**src/rtl/rfw_pkg.sv**
```systemverilog
// Shared types and constants for the packed 4bpp rectangle fill writer.
package rfw_pkg;

	localparam int CMD_W       = 2;
	localparam int COORD_W     = 10;
	localparam int COLOR_W     = 4;
	localparam int STRIDE_W    = 13;
	localparam int ADDR_W      = 32;
	localparam int DATA_W      = 8;
	localparam int EN_W        = 2;
	localparam int CFG_INDEX_W = 2;
	localparam int CFG_DATA_W  = 32;
	// Wide enough to hold the largest column or row limit (4096).
	localparam int LIMIT_W     = 13;

	localparam logic [CMD_W-1:0] CMD_LOAD  = 2'd0;
	localparam logic [CMD_W-1:0] CMD_STEP  = 2'd1;
	localparam logic [CMD_W-1:0] CMD_PIXEL = 2'd2;

	localparam logic [CFG_INDEX_W-1:0] CFG_LINE_STRIDE = 2'd0;
	localparam logic [CFG_INDEX_W-1:0] CFG_FRAME_BASE  = 2'd1;

	localparam logic [STRIDE_W-1:0] STRIDE_RESET = 13'd320;
	localparam logic [ADDR_W-1:0]   BASE_RESET   = 32'd0;

	localparam logic [EN_W-1:0] EN_LOW  = 2'b01;
	localparam logic [EN_W-1:0] EN_HIGH = 2'b10;
	localparam logic [EN_W-1:0] EN_BOTH = 2'b11;

	typedef struct packed {
		logic [CMD_W-1:0]   cmd;
		logic [COORD_W-1:0] left_x;
		logic [COORD_W-1:0] top_y;
		logic [COORD_W-1:0] right_x;
		logic [COORD_W-1:0] bottom_y;
		logic [COLOR_W-1:0] pixel_color;
	} rfw_cmd_t;

	typedef struct packed {
		logic [ADDR_W-1:0] byte_address;
		logic [DATA_W-1:0] write_data;
		logic [EN_W-1:0]   nibble_enable;
		logic              last_write;
		logic              bad_rectangle;
	} rfw_wr_t;

	typedef struct packed {
		logic [STRIDE_W-1:0] line_stride_bytes;
		logic [ADDR_W-1:0]   frame_base_address;
	} rfw_cfg_t;

endpackage

```
**src/rtl/rfw_cfg_regs.sv**
```systemverilog
// Configuration registers: line stride and frame base address.
module rfw_cfg_regs
	import rfw_pkg::*;
(
	input  logic                   clk,
	input  logic                   arst_n,
	input  logic                   cfg_valid,
	output logic                   cfg_ready,
	input  logic [CFG_INDEX_W-1:0] cfg_index,
	input  logic [CFG_DATA_W-1:0]  cfg_data,
	output rfw_cfg_t               cfg
);

	logic [STRIDE_W-1:0] line_stride_q;
	logic [ADDR_W-1:0]   frame_base_q;

	assign cfg_ready = 1'b1;

	always_ff @(posedge clk or negedge arst_n) begin
		if (!arst_n) begin
			line_stride_q <= STRIDE_RESET;
			frame_base_q  <= BASE_RESET;
		end else if (cfg_valid && cfg_ready) begin
			case (cfg_index)
				CFG_LINE_STRIDE: line_stride_q <= cfg_data[STRIDE_W-1:0];
				CFG_FRAME_BASE:  frame_base_q  <= cfg_data[ADDR_W-1:0];
				default: ;
			endcase
		end
	end

	assign cfg.line_stride_bytes  = line_stride_q;
	assign cfg.frame_base_address = frame_base_q;

endmodule

```
**src/rtl/rfw_fill_engine.sv**
```systemverilog
// Fill state and single-pass command decode into at most one masked byte write.
module rfw_fill_engine
	import rfw_pkg::*;
#(
	parameter int MAX_WIDTH  = 1024,
	parameter int MAX_HEIGHT = 1024
) (
	input  logic     clk,
	input  logic     arst_n,
	input  rfw_cmd_t item,
	input  logic     item_go,
	input  rfw_cfg_t cfg,
	output logic     has_result,
	output rfw_wr_t  result
);

	localparam int PROD_W = STRIDE_W + COORD_W;
	localparam logic [LIMIT_W-1:0] WIDTH_LIM  = LIMIT_W'(MAX_WIDTH);
	localparam logic [LIMIT_W-1:0] HEIGHT_LIM = LIMIT_W'(MAX_HEIGHT);

	function automatic logic [DATA_W-1:0] nib_data(input logic [COLOR_W-1:0] color,
		input logic [EN_W-1:0] en);
		nib_data = {(en[1] ? color : {COLOR_W{1'b0}}), (en[0] ? color : {COLOR_W{1'b0}})};
	endfunction

	logic               fill_active_q, fill_active_d;
	logic [COORD_W-1:0] cursor_x_q, cursor_x_d;
	logic [COORD_W-1:0] cursor_y_q, cursor_y_d;
	logic [COORD_W-1:0] rect_left_q, rect_left_d;
	logic [COORD_W-1:0] rect_right_q, rect_right_d;
	logic [COORD_W-1:0] rect_bottom_q, rect_bottom_d;
	logic [COLOR_W-1:0] fill_color_q, fill_color_d;
	logic [ADDR_W-1:0]  row_address_q, row_address_d;

	logic [PROD_W-1:0]  line_offset;
	logic [ADDR_W-1:0]  line_addr;
	logic               load_bad;
	logic               pixel_bad;
	logic [COORD_W:0]   cx_plus1;
	logic [COORD_W:0]   cx_plus2;
	logic [COORD_W:0]   cx_next;
	logic [COORD_W:0]   right_ext;
	logic [EN_W-1:0]    step_en;
	logic [EN_W-1:0]    pixel_en;

	assign line_offset = PROD_W'(cfg.line_stride_bytes) * PROD_W'(item.top_y);
	assign line_addr   = cfg.frame_base_address + ADDR_W'(line_offset);

	assign load_bad  = (item.left_x > item.right_x) || (item.top_y > item.bottom_y) ||
		(LIMIT_W'(item.right_x) >= WIDTH_LIM) || (LIMIT_W'(item.bottom_y) >= HEIGHT_LIM);
	assign pixel_bad = (LIMIT_W'(item.left_x) >= WIDTH_LIM) ||
		(LIMIT_W'(item.top_y) >= HEIGHT_LIM);
	assign pixel_en  = item.left_x[0] ? EN_LOW : EN_HIGH;

	// Pick the nibble pattern for the cursor position within the row.
	assign cx_plus1  = {1'b0, cursor_x_q} + 1'b1;
	assign cx_plus2  = {1'b0, cursor_x_q} + 2'd2;
	assign right_ext = {1'b0, rect_right_q};

	always_comb begin
		if (cursor_x_q[0]) begin
			step_en = EN_LOW;
			cx_next = cx_plus1;
		end else if (cx_plus1 <= right_ext) begin
			step_en = EN_BOTH;
			cx_next = cx_plus2;
		end else begin
			step_en = EN_HIGH;
			cx_next = cx_plus1;
		end
	end

	always_comb begin
		fill_active_d = fill_active_q;
		cursor_x_d    = cursor_x_q;
		cursor_y_d    = cursor_y_q;
		rect_left_d   = rect_left_q;
		rect_right_d  = rect_right_q;
		rect_bottom_d = rect_bottom_q;
		fill_color_d  = fill_color_q;
		row_address_d = row_address_q;
		has_result    = 1'b0;
		result        = '0;
		case (item.cmd)
			CMD_LOAD: begin
				if (load_bad) begin
					fill_active_d        = 1'b0;
					has_result           = 1'b1;
					result.bad_rectangle = 1'b1;
				end else begin
					fill_active_d = 1'b1;
					rect_left_d   = item.left_x;
					rect_right_d  = item.right_x;
					rect_bottom_d = item.bottom_y;
					cursor_x_d    = item.left_x;
					cursor_y_d    = item.top_y;
					fill_color_d  = item.pixel_color;
					row_address_d = line_addr;
				end
			end
			CMD_PIXEL: begin
				has_result = 1'b1;
				if (pixel_bad) begin
					result.bad_rectangle = 1'b1;
				end else begin
					result.byte_address  = line_addr + ADDR_W'(item.left_x[COORD_W-1:1]);
					result.write_data    = nib_data(item.pixel_color, pixel_en);
					result.nibble_enable = pixel_en;
					result.last_write    = 1'b1;
				end
			end
			CMD_STEP: begin
				if (fill_active_q) begin
					has_result           = 1'b1;
					result.byte_address  = row_address_q + ADDR_W'(cursor_x_q[COORD_W-1:1]);
					result.write_data    = nib_data(fill_color_q, step_en);
					result.nibble_enable = step_en;
					if (cx_next > right_ext) begin
						cursor_x_d = rect_left_q;
						if (cursor_y_q >= rect_bottom_q) begin
							result.last_write = 1'b1;
							fill_active_d     = 1'b0;
						end else begin
							cursor_y_d    = cursor_y_q + 1'b1;
							row_address_d = row_address_q + ADDR_W'(cfg.line_stride_bytes);
						end
					end else begin
						cursor_x_d = cx_next[COORD_W-1:0];
					end
				end
			end
			default: ;
		endcase
	end

	always_ff @(posedge clk or negedge arst_n) begin
		if (!arst_n) begin
			fill_active_q <= 1'b0;
			cursor_x_q    <= '0;
			cursor_y_q    <= '0;
			rect_left_q   <= '0;
			rect_right_q  <= '0;
			rect_bottom_q <= '0;
			fill_color_q  <= '0;
			row_address_q <= '0;
		end else if (item_go) begin
			fill_active_q <= fill_active_d;
			cursor_x_q    <= cursor_x_d;
			cursor_y_q    <= cursor_y_d;
			rect_left_q   <= rect_left_d;
			rect_right_q  <= rect_right_d;
			rect_bottom_q <= rect_bottom_d;
			fill_color_q  <= fill_color_d;
			row_address_q <= row_address_d;
		end
	end

endmodule

```
**src/rtl/packed_4bpp_rect_fill_writer.sv**
```systemverilog
// Top level of the packed 4bpp rectangle fill writer: input stage, engine, result register.
//
// Turns load, step and pixel commands for a 4-bit-per-pixel packed framebuffer into
// masked byte writes (even x in the high nibble, odd x in the low nibble, address
// base + stride*y + x/2 wrapping at 32 bits). A load stores a rectangle and gives no
// write; each step then gives the next write of the fill, row by row, flagging the
// final one with last_write; a pixel gives one nibble write at once. A load with
// swapped or out-of-range corners, or a pixel out of range, gives one write with
// bad_rectangle set and all other fields zero. Timing: one command per clock while
// the wr channel does not stall; a result passes the input register and then the
// result register before it is valid on the wr channel. The fill engine decides
// combinationally between those two registers and updates its state as the
// command leaves the input register, so a step may directly follow a load. A
// command that gives no result passes through even while the result register is
// stalled. Configuration writes are taken in any cycle; the user must change
// stride or base only while no command is in flight, the block does not enforce it.
module packed_4bpp_rect_fill_writer
	import rfw_pkg::*;
#(
	parameter int MAX_WIDTH  = 1024,
	parameter int MAX_HEIGHT = 1024
) (
	input  logic                   clk,
	input  logic                   arst_n,
	// command channel
	input  logic                   cmd_valid,
	output logic                   cmd_stall,
	input  rfw_cmd_t               cmd_item,
	// write channel
	output logic                   wr_valid,
	input  logic                   wr_stall,
	output rfw_wr_t                wr_item,
	// configuration channel
	input  logic                   cfg_valid,
	output logic                   cfg_ready,
	input  logic [CFG_INDEX_W-1:0] cfg_index,
	input  logic [CFG_DATA_W-1:0]  cfg_data
);

	rfw_cfg_t cfg;
	rfw_cmd_t item_s1;
	logic     valid_s1;
	logic     has_result;
	rfw_wr_t  result;
	logic     wr_free;
	logic     go_s1;
	logic     wr_valid_q;
	rfw_wr_t  wr_q;

	rfw_cfg_regs u_cfg (
		.clk       (clk),
		.arst_n    (arst_n),
		.cfg_valid (cfg_valid),
		.cfg_ready (cfg_ready),
		.cfg_index (cfg_index),
		.cfg_data  (cfg_data),
		.cfg       (cfg)
	);

	rfw_fill_engine #(
		.MAX_WIDTH  (MAX_WIDTH),
		.MAX_HEIGHT (MAX_HEIGHT)
	) u_engine (
		.clk        (clk),
		.arst_n     (arst_n),
		.item       (item_s1),
		.item_go    (go_s1),
		.cfg        (cfg),
		.has_result (has_result),
		.result     (result)
	);

	// The result register can take a new write when empty or being drained.
	assign wr_free = !wr_valid_q || !wr_stall;

	// Advance the held command unless its write has nowhere to go.
	assign go_s1     = valid_s1 && (!has_result || wr_free);
	assign cmd_stall = valid_s1 && !go_s1;

	// Input register: capture a new command whenever it is empty or the held one moves on.
	always_ff @(posedge clk or negedge arst_n) begin
		if (!arst_n) begin
			valid_s1 <= 1'b0;
		end else if (!cmd_stall) begin
			valid_s1 <= cmd_valid;
		end
	end

	always_ff @(posedge clk) begin
		if (!cmd_stall) begin
			item_s1 <= cmd_item;
		end
	end

	// Result register: hold while stalled, load the engine's write when it advances.
	always_ff @(posedge clk or negedge arst_n) begin
		if (!arst_n) begin
			wr_valid_q <= 1'b0;
		end else if (wr_free) begin
			wr_valid_q <= go_s1 && has_result;
		end
	end

	always_ff @(posedge clk) begin
		if (wr_free && go_s1 && has_result) begin
			wr_q <= result;
		end
	end

	assign wr_valid = wr_valid_q;
	assign wr_item  = wr_q;

endmodule
```
**config.mk**
```make
export PLATFORM = sky130hd
export DESIGN_NAME = packed_4bpp_rect_fill_writer
export DESIGN_NICKNAME = d
export VERILOG_FILES = /design/src/rtl/rfw_pkg.sv /design/src/rtl/rfw_cfg_regs.sv /design/src/rtl/rfw_fill_engine.sv /design/src/rtl/packed_4bpp_rect_fill_writer.sv
export SDC_FILE = /design/constraint.sdc
export NUM_CORES = 1
export LEC_CHECK = 0
export BUFFER_PORTS_ARGS = -buffer_cell sky130_fd_sc_hd__buf_4
export CAP_MARGIN = 25
export CELL_PAD_IN_SITES_DETAIL_PLACEMENT = 1
export CELL_PAD_IN_SITES_GLOBAL_PLACEMENT = 1
export CORE_AREA = 4 4 195 197
export DETAILED_ROUTE_END_ITERATION = 8
export DIE_AREA = 0 0 199 201
export PLACE_DENSITY_LB_ADDON = 0.1
export SYNTH_ARGS = -nofsm -noshare
export SYNTH_HDL_FRONTEND = slang
export SYNTH_SLANG_ARGS = --single-unit
```
**constraint.sdc**
```tcl
create_clock -name clk -period 19.5 [get_ports clk]
set_input_delay 1.95 -clock clk [delete_from_list [all_inputs] [get_ports clk]]
set_output_delay 1.95 -clock clk [all_outputs]
set_load 0.02 [all_outputs]
```
Word level (Yosys, flattened, before mapping)
Cells that the tools add are included.
{ "totals": {"romBits": 0, "mem_count": 0, "register_bits": 224, "mem_bits_rw": 0, "latchBits": 0} }
{ "classes": {"div": 0, "shift": 0, "n_bitwise": 1, "eq_ne": 7, "mux": 35, "magnitude_cmp": 5, "reduce_logical": 21, "add_sub_neg": 7, "multipliers": 1} }
{ "op_table": {"columns": ["cell", "n"], "rows": [
  ["2-to-1 mux 32 bit", 4],
  ["case mux 43 bit (2 select lines)", 1],
  ["2-to-1 mux 10 bit", 7],
  ["adder 32 x 9 -> 32 bit", 2],
  ["case mux 32 bit (2 select lines)", 1],
  ["2-to-1 mux 43 bit", 1],
  ["case mux 10 bit (2 select lines)", 2],
  ["adder 32 x 13 -> 32 bit", 1],
  ["adder 32 x 23 -> 32 bit", 1],
  ["multiplier 13 x 10 -> 23 bit", 1],
  ["2-to-1 mux 11 bit", 2],
  ["> comparator 10 bit", 2],
  ["2-to-1 mux 4 bit", 4],
  ["adder 10 x 1 -> 11 bit (second input constant)", 1],
  ["adder 10 x 2 -> 11 bit (second input constant)", 1],
  ["> comparator 11 x 10 -> 1 bit", 1],
  ["less-or-equal comparator 11 x 10 -> 1 bit", 1],
  ["adder 10 x 1 -> 10 bit (second input constant)", 1],
  ["greater-or-equal comparator 10 bit", 1],
  ["2-to-1 mux 1 bit", 9],
  ["AND reduction 2 bit", 3],
  ["AND reduction 6 bit", 1],
  ["logical AND 1 bit", 5],
  ["== test 2 x 1 -> 1 bit (second input constant)", 2],
  ["other kinds (13)", 22]
]} }

Longest topological paths before layout
Gate-level depths: netlist of the first run.
{ "logic_depth": {"word_depth": 9, "ltp_mapped": 28, "mapped_depth_nobuf": 25} }

By module
Synthesis of the first run repeated with hierarchy kept, for this count alone.
{ "hier_totals": {"cells_unflattened": 2007, "area_unflattened_um2": 19224.7} }
{ "by_module_without_submodules": {"columns": ["mod", "area_each_um2", "cells_each", "n_inst"], "rows": [
  ["rfw_fill_engine", 14580.2, 1808, 1],
  ["packed_4bpp_rect_fill_writer", 2801.4, 101, 1],
  ["rfw_cfg_regs", 1843.0, 98, 1]
]} }

Worst setup path after synthesis of the first run
Ideal clock, no wire load.
{ "synth_path": {"kind": "register to register", "from": "reg u_cfg.line_stride_q[6]", "to": "reg wr_q (netlist bit wr_item[43]) (data pin)", "setup_slack_ns": 12.566, "path_stages_with_launch": 25, "required_time_ns": 19.233, "arrival_time_ns": 6.666, "period_less_slack_ns": 6.934, "path_cell_list": "dfstp_2 clkbuf_1 nand2_1 fa_1 inv_1 fa_1 inv_1 fa_1 inv_1 fa_1 inv_1 fa_1 inv_1 ha_1 a21oi_2 o21ai_2 and2_1 a211oi_4 or4b_1 or2_4 or4_4 buf_6 nor4_4 and4b_1 o32ai_2"} }
{ "synth_rtl": {"columns": ["item", "line", "source"], "rows": [
  ["start: declaration", "rfw_cfg_regs.sv:14", "logic [STRIDE_W-1:0] line_stride_q;"],
  ["start signal: assignment", "rfw_cfg_regs.sv:25", "CFG_LINE_STRIDE: line_stride_q <= cfg_data[STRIDE_W-1:0];"],
  ["end signal: assignment", "packed_4bpp_rect_fill_writer.sv:106", "wr_q <= result;"],
  ["end: declaration", "packed_4bpp_rect_fill_writer.sv:48", "rfw_wr_t wr_q;"]
]} }

==> results of run 1 <==
per-layer routing:
metal,vias up,share of wire (%)
li1,6863,-
met1,7594,44
met2,344,48
met3,121,4.1
met4,2,4.0
met5,-,0.023
kinds of logic after synthesis:
logic type                 after synthesis
adders and majority gates              263
and+or+nand+nor                        562
buffers and inverters                  333
xor gates and xnor gates                95
AOI/OAI and AO/OA                      394
muxes                                   85
DFF                                    224
other                                    1
cell usage in the layout (no fill, tap or decap), types with 6 or more instances in the layout:
cell / netlist / layout
ha_1: 151 / 150
nor3_1: 23 / 21
o31ai_1: 10 / 10
nand2b_1: 10 / 10
a32oi_1: 7 / 7
clkbuf_16: 0 / 29
o211ai_1: 8 / 8
mux2i_1: 24 / 24
or2_2: 6 / 6
a22oi_1: 18 / 18
xor2_1: 33 / 33
nand3_1: 41 / 40
o21ai_0: 93 / 93
and2_1: 64 / 64
nor2_1: 97 / 97
o21bai_1: 7 / 7
o21a_1: 20 / 20
a21oi_1: 75 / 75
o22ai_1: 23 / 23
nand2_1: 196 / 196
edfxtp_1: 90 / 90
a211oi_1: 10 / 10
inv_1: 235 / 235
dfrtp_1: 132 / 132
a31oi_1: 11 / 11
a21o_1: 32 / 32
and3_1: 8 / 8
buf_4: 1 / 142
o31a_1: 6 / 6
nor2b_1: 38 / 38
xnor2_1: 62 / 62
or3_1: 17 / 17
mux2_2: 61 / 61
nand4_1: 25 / 25
clkinv_2: 0 / 7
fa_1: 112 / 112
metrics by stage:
| stage | util [%] | setup slack [ps] | area (sq um) | hold slack (ps) | std cells |
|---|---|---|---|---|---|
| after floorplan | - | 12570 | 18650 | 451.6 | 1957 |
| after global placement | 55.03 | 12190 | 19950 | 461.5 | 2470 |
| final | 57.61 | 11490 | 20890 | 502.4 | 2523 |
| after detailed placement | 55.06 | 11630 | 19960 | 482.5 | 2471 |
| after CTS | 57.61 | 11580 | 20890 | 498.0 | 2523 |
| after global routing | 57.61 | 11020 | 20890 | 524.9 | 2523 |
area by class of cell:
cell class / instances / area (sq um) / share of cell area [%]
Multi-Input combinational cell: 1400 / 11350 / 54.33
Sequential cell: 224 / 6058 / 29.00
Timing Repair Buffer: 144 / 1089 / 5.211
Inverter: 235 / 882.1 / 4.223
Clock buffer: 36 / 792.0 / 3.791
Tap cell: 468 / 585.6 / 2.803
Clock inverter: 16 / 133.9 / 0.6409
Yosys cell counts (32+ instances only):
master | instances | share of area (%)
a21o_1 | 32 | 1.3
a21oi_1 | 75 | 2.0
and2_1 | 64 | 2.1
clkbuf_1 | 86 | 1.7
dfrtp_1 | 132 | 18
edfxtp_1 | 90 | 14
fa_1 | 112 | 12
ha_1 | 151 | 10
inv_1 | 235 | 4.7
mux2_2 | 61 | 3.7
nand2_1 | 196 | 3.9
nand3_1 | 41 | 1.1
nor2_1 | 97 | 2.0
nor2b_1 | 38 | 1.3
o21ai_0 | 93 | 2.5
xnor2_1 | 62 | 2.9
xor2_1 | 33 | 1.5
sequential cells by signal, indices dropped and copies added, names as in the netlist:
register                count
u_engine.rect_left_q       10
u_engine.cursor_x_q        10
u_engine.rect_right_q      10
u_engine.rect_bottom_q     10
u_cfg.line_stride_q        13
wr_item                    44
u_engine.fill_color_q       4
u_engine.row_address_q     32
wr_valid                    1
item_s1                    46
u_engine.fill_active_q      1
u_cfg.frame_base_q         32
u_engine.cursor_y_q        10
valid_s1                    1
worst min-delay path by stage:
stage / startpoint / to / slack [ps] / cells past startpoint
after floorplan: item_s1[5] / u_engine.rect_bottom_q[1] / 450 / 2
after global placement: item_s1[6] / u_engine.rect_bottom_q[2] / 460 / 2
after detailed placement: item_s1[10] / u_engine.rect_bottom_q[6] / 480 / 2
after CTS: item_s1[10] / u_engine.rect_bottom_q[6] / 500 / 2
after global routing: u_engine.rect_left_q[8] / u_engine.rect_left_q[8] / 520 / 1
final: item_s1[11] / u_engine.rect_bottom_q[7] / 500 / 2
critical path, stage by stage, from the launching register on:
cell and delay (ps):
edfxtp_1 600, and2_1 280, fa_1 540, inv_1 70
fa_1 540, inv_1 60, fa_1 500, fa_1 540
inv_1 50, fa_1 520, inv_1 40, ha_1 430
nand2_1 150, or3_1 390, a221oi_1 370, o41a_1 270
o2111ai_1 250, nor4b_1 620, nand4_1 390, nor4_2 700
and3b_1 290, o32ai_1 100
==> run_results.csv, run 1 <==
group,metric,value,unit
status,status,"finished clean",
routing,vias,14924,
placement,gp_congestion,0.8917,
critical_path,reg2reg_setup_slack,11490,ps
synthesis,ys_warn_count,0,
critical_path,cp-endpoint,"wr_item[42]",
sta,timing.final.crit_share,41.10,%
synthesis,synth_area_per_cell,9.530,sq um
placement,place_hpwl,43750,um
floorplan,die_h,201,um
placement,port-buffer-count,130,
floorplan,core,0.03626,sq mm
sta,slew_headroom,28.91,%
floorplan,die-area,0.04000,sq mm
cts,cts_tree,"built",
cts,clk_latency,580,ps
cells_and_area,drive_gt1_share,14.06,%
synthesis,synth_top_family_by_area,"adder cells",
synthesis,synth_nets,2305,
cells_and_area,syn2layout_area_growth,12.01,%
synthesis,syn_inst,1957,
synthesis,ys_seq_area_share,32.48,%
grt,use_met2,47.73,%
sta,tns,0,ps
critical_path,r2r_start,"item_s1[33]",
cts,cts_max_path_buffers,3,
synthesis,netlist_area,0.01865,sq mm
routing,post-route-drc-count,0,
routing,via_per_inst,5.915,
floorplan,start_util,51.44,%
critical_path,critPathRequiredTime,19780,ps
critical_path,critPathMaxFanout,15,
synthesis,yosys.area_share.simple,14.91,%
synthesis,synthAdderAreaFrac,22.15,%
grt,grt_pass1_vias,16426,
sta,rsz0062_at_grt,"false",
cts,htreeDepth,1,
sta,hold_viol_final,0,
grt,gr-max-usage-layer,"met2",
grt,grt_pass1_wl,90110,um
grt,grt_antenna_before_repair,1,
grt,grt.met1_usage,37.31,%
critical_path,r2r_cells,21,
critical_path,reg2reg_to,"wr_item[42]",
cts,ctsHoldBuffers,0,
grt,grt-ovfl-total,0,
job,cap_viol_max_count,0,
routing,routed_wl,56250,um
sta,tightest_slew,1066,ps
cts,clock-sinks,224,
synthesis,synth-edff-count,90,
cts,cts_resized,0,
sta,setup_violations,0,
critical_path,cp.arrival,8290,ps
critical_path,critPathLaunchType,"register",
sta,final_max_slew_viol_count,0,
cts,cts_root_buf,"clkbuf_16",
floorplan,die_w,199,um
sta,layout_min_cycle_time,8014,ps
cells_and_area,antenna_cells,0,
cells_and_area,final_nets,2381,
routing,ant_nets,0,
routing,dr.pass1.iters,7,
synthesis,yosys.area_share.xor_xnor,4.461,%
grt,grtUsageMet3,3.642,%
routing,wl_per_cell,22.30,um
worst_hold_path,min_path_type,"reg -> reg",
routing,drt_iter0_drc,858,
critical_path,worstSetupEndpointType,"register",
critical_path,crit_start,"item_s1[33]",
cts,cts_buffers,28,
synthesis,ys.flop_type,"dfrtp_1",
grt,grt_max_degree,70,
synthesis,synth_seq_cells,224,
synthesis,synth-async-reset-ratio,59.82,%
floorplan,pin_count,132,
sta,fin_skew,22.14,ps
grt,grt_use_total,28.20,%
floorplan,rows,70,
cts,post-cts-setup-buffer-count,0,
synthesis,yosysUniqueCellTypes,92,
critical_path,crit_type,"reg -> reg",
cells_and_area,num-fill-cells,4104,
cts,cts.clk_slew.worst_paths,60,ps
synthesis,synth_compound_area_share,14.22,%
sta,fmax,124.8,MHz
synthesis,synth_mux_area_share,4.971,%
Power of run 1 is not shown: default switching activity piles up to over one toggle a cycle in this logic, so the estimate is an artifact.
==> inputs of run 2 (changes only) <==
--- a/config.mk
+++ b/config.mk
@@ -9,9 +9,9 @@
 export CAP_MARGIN = 25
 export CELL_PAD_IN_SITES_DETAIL_PLACEMENT = 1
 export CELL_PAD_IN_SITES_GLOBAL_PLACEMENT = 1
-export CORE_AREA = 4 4 195 197
+export CORE_AREA = 4 4 211 213
 export DETAILED_ROUTE_END_ITERATION = 8
-export DIE_AREA = 0 0 199 201
+export DIE_AREA = 0 0 215 217
 export PLACE_DENSITY_LB_ADDON = 0.1
 export SYNTH_ARGS = -nofsm -noshare
 export SYNTH_HDL_FRONTEND = slang
==> constraint.sdc (replaced) <==
create_clock -name clk -period 6.5 [get_ports clk]
set_input_delay 0.65 -clock clk [delete_from_list [all_inputs] [get_ports clk]]
set_output_delay 0.65 -clock clk [all_outputs]
set_load 0.02 [all_outputs]
==> run_results.csv, run 2 (synthesis gave the netlist of run 1 again) <==
group,metric,value,unit
sta,slew_headroom,33.78,%
routing,ant_nets,0,
sta,hold_viol_final,0,
grt,grt-ovfl-total,0,
cells_and_area,layout_commonest_cell,"buf_4",
grt,grt_pass1_wl,95680,um
grt,grt_use_total,25.49,%
cts,cts_tree,"built",
job,cap_viol_max_count,0,
status,status,"complete, but fails checks",
sta,setup_violations,12,
grt,grt_antenna_before_repair,1,
cts,cts_max_path_buffers,3,
routing,post-route-drc-count,0,
critical_path,critPathLaunchType,"register",
floorplan,start_util,43.68,%
floorplan,pin_count,132,
status,violations,"negative setup slack",
placement,post_dp_cell_area,0.02130,sq mm
critical_path,worstSetupEndpointType,"register",
sta,setup_slack,-204.7,ps
sta,final_max_slew_viol_count,0,
critical_path,r2r_cells,22,
cells_and_area,regMostFlops,"item_s1",
sta,fin_skew,12.50,ps
sta,timing.final.crit_share,103.1,%
cells_and_area,syn2layout_area_growth,23.51,%
placement,gp_congestion,0.9533,
cells_and_area,num-fill-cells,4836,
critical_path,critPathMaxFanout,6,
grt,grt_pass1_vias,17162,
sta,hold_ws,166.7,ps
cells_and_area,drive_gt1_share,24.55,%
sta,tightest_slew,993.3,ps
placement,port-buffer-count,130,
routing,drt_iter0_drc,749,
cells_and_area,stdcell_area,0.02304,sq mm
grt,grt_max_degree,87,
routing,routed_wl,59810,um
floorplan,core,0.04270,sq mm
grt,grtUsageMet3,2.597,%
cts,cts_buffers,27,
cells_and_area,final_nets,2567,
cts,cts.clk_slew.worst_paths,60,ps
cells_and_area,antenna_cells,0,
routing,wl_per_cell,21.47,um
critical_path,reg2reg_setup_slack,-200,ps
cells_and_area,final_cell_count_no_fill,2786,
cts,htreeDepth,1,
worst_hold_path,min_path_type,"in -> async",
sta,fmax,149.2,MHz
cts,clock-sinks,224,
sta,layout_min_cycle_time,6705,ps
cells_and_area,multi_input_area,0.01189,sq mm
cells_and_area,layout_common_cells,"buf_4 (314), inv_1 (231), nand2_1 (189)",
floorplan,rows,76,
sta,tns,-1380,ps
critical_path,cp.arrival,7010,ps
cells_and_area,largest_register_ffs,46,
routing,vias,15542,
grt,use_met2,45.36,%
floorplan,die_w,215,um
routing,dr.pass1.iters,5,
cts,clk_latency,580,ps
cts,cts_root_buf,"clkbuf_16",
placement,place_hpwl,46200,um
grt,gr-max-usage-layer,"met2",
placement,place_inst,2697,
routing,via_per_inst,5.579,
floorplan,die_h,217,um
cells_and_area,regArea,0.006063,sq mm
grt,grt.met1_usage,33.50,%
floorplan,die-area,0.04666,sq mm
critical_path,critPathRequiredTime,6800,ps
critical_path,crit_type,"reg -> reg",
sta,rsz0062_at_grt,"true",
-- run 2: cell types whose count changed in the layout (fill, tap and decap cells not counted), sizes merged --
cell	before	now
inv	236	237
bufinv	1	3
buf	144	331
clkinv	13	12
clkinvlp	1	2
clkbuf	36	31
-- run 2: final timing paths --
path	startpoint	to
worst max-delay path	u_cfg.line_stride_q[6]	wr_item[43]
worst min register to register	item_s1[8]	u_engine.rect_bottom_q[4]
worst min-delay path	arst_n	u_cfg.frame_base_q[1]
worst max register to register	u_cfg.line_stride_q[6]	wr_item[43]
min in group clk	cmd_item[22]	item_s1[22]
max in group asynchronous	arst_n	u_engine.row_address_q[29]
-- run 2: repair_timing --
item,4_1_cts,5_1_grt
resized for setup,50,52
buffers inserted,28,11
hold endpoints to repair,0,0
setup endpoints to repair,15,15
pin swaps,19,45
hold buffers,0,0
-- run 2: metal layers --
| layer | vias to the layer above | routed length (um) | share of wire [%] |
|---|---|---|---|
| li1 | 7258 | - | - |
| met1 | 7878 | 26000 | 43 |
| met2 | 311 | 30000 | 50 |
| met3 | 95 | 2081 | 3.5 |
| met4 | 0 | 1724 | 2.9 |
| met5 | - | 0 | 0 |
-- run 2: area by class of cell --
cell class / instances / area share (%)
Sequential cell: 224 / 26.32
Inverter: 235 / 3.829
Clock inverter: 19 / 0.8636
Multi-Input combinational cell: 1400 / 51.63
Timing Repair Buffer: 331 / 11.30
Clock buffer: 31 / 3.085
Tap cell: 546 / 2.966
-- run 2: worst max-delay path: stages (launching register included) --
cell and delay (ps):
dfstp_2 580, buf_4 120, nand2_2 40, fa_1 490, inv_2 50, fa_1 560
fa_1 460, fa_1 540, inv_1 50, fa_1 500, inv_2 50, ha_4 320
nand2_4 80, a211oi_4 200, nor2_2 80, xor2_1 160, or4b_4 550, or2_4 270
or4_4 580, nor4_4 230, buf_4 190, and4b_1 240, o32ai_2 90
-- run 2: per-stage QoR --
stage / worst slack, ps / util, %
finish: -204.7 / 53.95
floorplan: 4.544 / -
detailed placement: -407.9 / 49.89
global placement: -270.9 / 49.89
CTS: -177.4 / 53.12
global route: -436.0 / 53.95
Power of run 2 is left out for the same reason.
